--- src/hdl/hbps_sqrt.sv ---
// Pipelined integer square root, one result bit per stage, with a tag that
// travels alongside. Depends on nothing but its parameters.
module hbps_sqrt #(
  parameter int RW = 55,
  parameter int TW = 8,
  localparam int SB = (RW + 1) / 2
) (
  input  logic          clk,
  input  logic          rst,
  input  logic          en,
  input  logic          in_valid,
  input  logic [RW-1:0] radicand,
  input  logic [TW-1:0] in_tag,
  output logic          out_valid,
  output logic [SB-1:0] root,
  output logic [TW-1:0] out_tag
);

  localparam int PW = 2 * SB;
  localparam int MW = SB + 3;

  logic [PW-1:0] rad_q  [SB];
  logic [MW-1:0] rem_q  [SB];
  logic [SB-1:0] root_q [SB];
  logic [TW-1:0] tag_q  [SB];
  logic [SB-1:0] vld_q;

  for (genvar i = 0; i < SB; i++) begin : g_step
    logic [PW-1:0] rad_in;
    logic [MW-1:0] rem_prev;
    logic [SB-1:0] root_in;
    logic [TW-1:0] tag_in;
    logic          vld_in;
    logic [MW-1:0] rem_in;
    logic [MW-1:0] trial;

    if (i == 0) begin : g_first
      assign rad_in   = PW'(radicand);
      assign rem_prev = '0;
      assign root_in  = '0;
      assign tag_in   = in_tag;
      assign vld_in   = in_valid;
    end else begin : g_next
      assign rad_in   = rad_q[i-1];
      assign rem_prev = rem_q[i-1];
      assign root_in  = root_q[i-1];
      assign tag_in   = tag_q[i-1];
      assign vld_in   = vld_q[i-1];
    end

    always_comb begin
      rem_in = {rem_prev[MW-3:0], rad_in[PW-1 -: 2]};
      trial  = MW'({root_in, 2'b01});
    end

    always_ff @(posedge clk) begin
      if (rst) begin
        vld_q[i] <= 1'b0;
      end else if (en) begin
        vld_q[i] <= vld_in;
      end
    end

    always_ff @(posedge clk) begin
      if (en) begin
        rad_q[i] <= rad_in << 2;
        tag_q[i] <= tag_in;
        if (rem_in >= trial) begin
          rem_q[i]  <= rem_in - trial;
          root_q[i] <= {root_in[SB-2:0], 1'b1};
        end else begin
          rem_q[i]  <= rem_in;
          root_q[i] <= {root_in[SB-2:0], 1'b0};
        end
      end
    end
  end

  assign out_valid = vld_q[SB-1];
  assign root      = root_q[SB-1];
  assign out_tag   = tag_q[SB-1];

endmodule

--- config.mk ---
export PLATFORM = sky130hd
export DESIGN_NAME = hbps_sqrt
export DESIGN_NICKNAME = d
export VERILOG_FILES = /design/src/hdl/hbps_sqrt.sv
export SDC_FILE = /design/constraint.sdc
export NUM_CORES = 2
export LEC_CHECK = 0
export BUFFER_PORTS_ARGS = -buffer_cell sky130_fd_sc_hd__buf_2
export CORE_AREA = 2 2 440 442
export CTS_BUF_LIST = sky130_fd_sc_hd__clkbuf_8
export CTS_CLUSTER_SIZE = 16
export DETAILED_ROUTE_END_ITERATION = 8
export DIE_AREA = 0 0 442 444
export PLACE_DENSITY_LB_ADDON = 0.2
export SKIP_LAST_GASP = 1
export SLEW_MARGIN = 20
export SYNTH_ARGS = -nofsm -noshare
export SYNTH_HDL_FRONTEND = slang
export SYNTH_SLANG_ARGS = --single-unit
--- constraint.sdc ---
create_clock -name clk -period 11.11 [get_ports clk]
set_input_delay 1.111 -clock clk [delete_from_list [all_inputs] [get_ports clk]]
set_output_delay 1.111 -clock clk [all_outputs]
set_load 0.01 [all_outputs]
Word-level counts from Yosys, hierarchy flattened
Memory sizes are Yosys's and may differ from the RTL's.
Index checks and enable logic that the tools add are counted.
Storage, ports and cells
  register bits after elaboration: 28
  memory bits (writable): 3388
  memories: 4
Operators by class
  $add $sub $neg: 28
  magnitude comparators: 28
  multiplexer cells: 226
  bitwise gates (word level): 56
Memory list
  rad_q: words 28, width 54, read ports 27, clocked after memory_dff 0, write ports 28, RTL line 22  | logic [PW-1:0] rad_q [SB];
  rem_q: words 28, width 31, read ports 27, clocked after memory_dff 0, write ports 28, RTL line 23  | logic [MW-1:0] rem_q [SB];
  root_q: words 28, width 28, read ports 28, clocked after memory_dff 0, write ports 28, RTL line 24  | logic [SB-1:0] root_q [SB];
  tag_q: words 28, width 8, read ports 28, clocked after memory_dff 0, write ports 28, RTL line 25  | logic [TW-1:0] tag_q [SB];
Operators by type and width (number)
  2-to-1 mux 31 bit: 28
  greater-or-equal comparator 31 x 30 -> 1 bit: 27
  subtractor 31 x 30 -> 31 bit: 27
  2-to-1 mux 28 bit: 28
  2-to-1 mux 1 bit: 170
  bitwise OR 1 bit: 56
  subtractor 1 x 1 -> 2 bit (second input constant): 1
  greater-or-equal comparator 1 bit (second input constant): 1

Logic depth before layout (Yosys ltp)
An unclocked memory read counts as a cell.
  depth in word-level cells: 6
  gate-level depth with buffers: 14
  depth with buffers taken out: 13

Least setup slack after synthesis
Ideal clock, no wire load.
  path kind: input port to flip-flop
  start point: in en
  end point: mem rem_q[1][186] in the netlist's numbering, enable pin
  data arrival time: 3606 ps
  data required time: 10682 ps
  slack: 7076 ps
  cell stages on the path: 5
  cells stage by stage: clkbuf_1 > clkbuf_1 > clkbuf_1 > clkbuf_1 > clkbuf_1
RTL lines
  start: declaration: RTL line 10  | input logic en,
  end: declaration: RTL line 23

==> out/metrics.cfg <==
[outcome]
status=finished clean

[setup_path]
crit_required_ps=11900
crit_path_top_delay_cell=a31oi_4
reg2reg_depth=11
cp_num_buf_inv=1
cp.depth=11
worstSetupStartpoint=rem_q[1][281]$_DFFE_PP_
endpoint_kind=flop
critical_path_class=flop to flop
worstPathMaxFanout=29
path_cells=ha_1 -> or3_1 -> o22ai_1 -> o2bb2ai_1 -> o31a_1 -> a31oi_1 -> o21ai_1 -> a221o_1 -> a31oi_4 -> buf_4 -> o21ai_0
start_kind=flop
slowest_delay_ps=540
cpLargestDelayFamily=compound AO/OA/AOI/OAI gates
arrival_ps=5090
rr_startpoint=rem_q[1][281]$_DFFE_PP_

[timing]
fin_ws_ps=6800
worst_pin_slew_ps=1030
setup_violations=0
fin_crit_ps=4310
slew_viol_final=0
rsz0062_at_grt=no
max_freq_mhz=232
period_share_pct=38.8
holdWs_ps=205
finalHoldViolCount=0
finalSetupTns_ps=0
max_slew_margin_pct=31.2
finClkSkew_ps=71.0

[cts]
clockRootBuffer=clkbuf_8
clkTransAtPathRegs_ps=60
cts_buffers=366
cts.path.max_buffers=4
cts_sinks=2152
htree_levels=5
tritoncts=done
clk-insertion-delay-late_ps=1080
postCtsSetupBuffers=0
holdBufCountCts=0
postCtsResizedCells=0

[grt]
grt_max_degree=203
first_global_vias=53400
antenna_found_initial=1
grt-ovfl-total=0
grt_pass1_wl_um=282000
track_usage_pct=17.9

[place]
hpwl_um=122000
place_inst=9555
gp_congestion=0.891
io_buffers=103
pre_cts_slack_ps=6100
dpl_cell_area_sq_um=98700

[pwr]
powerDensity_nw_per_um2=200
peakVddDrop_uv=127
p_leak_uw=0.0402

[die]
die-area_sq_um=196000
row_count=161
num_io_pins=104
fp.dieW_um=442
die_y_um=444
core_sq_um=192000
initial_utilization_pct=49.6

[synth]
synth_seq_cells=2152
yosysWarnings=0
synth_area_sq_um=95100
syn_area_per_cell_sq_um=13.6
ys.flop_type=edfxtp_1
ys_types=88
async_flop_share_pct=0
syn-instance-count=7014
syn_nets=7516
synth_edf_count=2123
yosysSeqAreaShare_pct=67.6

[layout]
fin_area_sq_um=105000
nNetsFinal=7901
drive_above_1_share_pct=9.29
area_delta_synth_final_pct=10.9
fin_cells=10200

[worst_hold_path]
worstHoldStart=radicand[18]
hp-class=input pin to flop
min_path_cells=1

[job]
max_cap_viol_count=0

[drt]
dr_total_vias=54300
wl_per_cell_um=17.4
vias_per_cell=5.33
ant_nets=0
drc=0
routed_wl_um=177000
drt-initial-drc-count=3644
dr.pass1.iters=6

[flip-flops by register name, indices dropped and copies added, names as in the netlist]
signal	cells
g_step.vld_in	27
root_q	406
out_valid	1
rem_q	738
rad_q	756
tag_q	224
[layer usage]
metal | up-vias | part of all wire (%) | global-route usage, %
li1 | 26700 | - | -
met1 | 26100 | 43 | 22.8
met2 | 1160 | 49 | 30.5
met3 | 372 | 4.3 | 3.18
met4 | 0 | 3.0 | 6.84
met5 | - | 0 | 0
[stage by stage]
| step | util (%) | total power (uW) |
|---|---|---|
| 6_report | 55.1 | 21100 |
| 5_1_grt | 55.1 | 22300 |
| 4_1_cts | 55.1 | 21400 |
| 3_5_place_dp | 51.5 | 14700 |
| 3_3_place_gp | 51.5 | 14600 |
| 2_1_floorplan | - | 13500 |
[cell type report]
cell class	count	area (sq um)
multi-input cells	4181	28300
clock inverters	263	1590
flip-flops and latches	2152	64300
diodes	1	2.50
clock buffers	373	5130
inverters	549	2060
repair buffers	149	962
well taps	2526	3160
fillers	15600	86100
[power by group]
group          internal (uW)  switching (uW)  total, uW
sequential             10200             607      10800
clock                   3540            3080       6610
combinational           1610            2160       3770
[cells in the mapped netlist (all sizes together), types with 62 or more instances]
master / number / area, sq um
nor2b: 62 / 388
or3: 71 / 454
ha: 435 / 5440
clkbuf: 116 / 435
a21oi: 349 / 1750
nand2: 526 / 1980
a21o: 173 / 1300
xnor2: 310 / 2720
inv: 548 / 2060
nand3: 105 / 531
nand2b: 103 / 644
nor4: 84 / 562
o21ai: 438 / 2190
nor2: 375 / 1410
edfxtp: 2123 / 63800
nor3: 171 / 871
o21a: 83 / 623
xor2: 289 / 2530
[worst paths after layout]
path / end / slack, ps
max: rem_q[1][326]$_DFFE_PP_ / 6800
max reg2reg: rem_q[1][326]$_DFFE_PP_ / 6800
min: rad_q[0][18]$_DFFE_PP_ / 210
min reg2reg: rad_q[0][637]$_DFFE_PP_ / 370
[cells in the final DEF (no fill, tap or decap), types with 29 or more instances in the layout]
| master | count |
|---|---|
| edfxtp_1 | 2123 |
| inv_1 | 631 |
| nand2_1 | 525 |
| ha_1 | 435 |
| o21ai_0 | 417 |
| nor2_1 | 375 |
| clkbuf_8 | 373 |
| a21oi_1 | 348 |
| xnor2_1 | 310 |
| xor2_1 | 289 |
| a21o_1 | 173 |
| nor3_1 | 168 |
| nand3_1 | 104 |
| nand2b_1 | 103 |
| buf_2 | 102 |
| clkinv_1 | 91 |
| o21a_1 | 83 |
| nor4_1 | 80 |
| or3_1 | 69 |
| nor2b_1 | 62 |
| nand4_1 | 57 |
| clkinv_2 | 53 |
| buf_4 | 37 |
| o21bai_1 | 36 |
| a211oi_1 | 34 |
| mux2i_1 | 34 |
| and2_1 | 32 |
| or4_1 | 31 |
| mux2_2 | 30 |
| or2_2 | 30 |
| a31oi_1 | 29 |
| dfxtp_1 | 29 |
[cell families (layout without fill, tap and decap cells)]
kind of cell	after synthesis	after routing	share of synthesized area [%]
AOI/OAI and AO/OA	1325	1325	8.55
DFF	2152	2152	67.6
buffers and inverters	681	1334	2.71
and+or+nand+nor	1757	1757	9.14
xor gates and xnor gates	599	599	5.52
other	0	1	0
adders and majority gates	435	435	5.72
muxes	65	65	0.725
[worst register-to-register path: cells and delay by family, from the launching register on]
family,cells,cell delay [ps]
AO/OA/AOI/OAI,8,2570
flip-flops,1,420
buffers and inverters,1,400
AND/OR/NAND/NOR,1,380
adder cells (fa/ha/maj),1,280
Power figures use the tool's default switching activity.
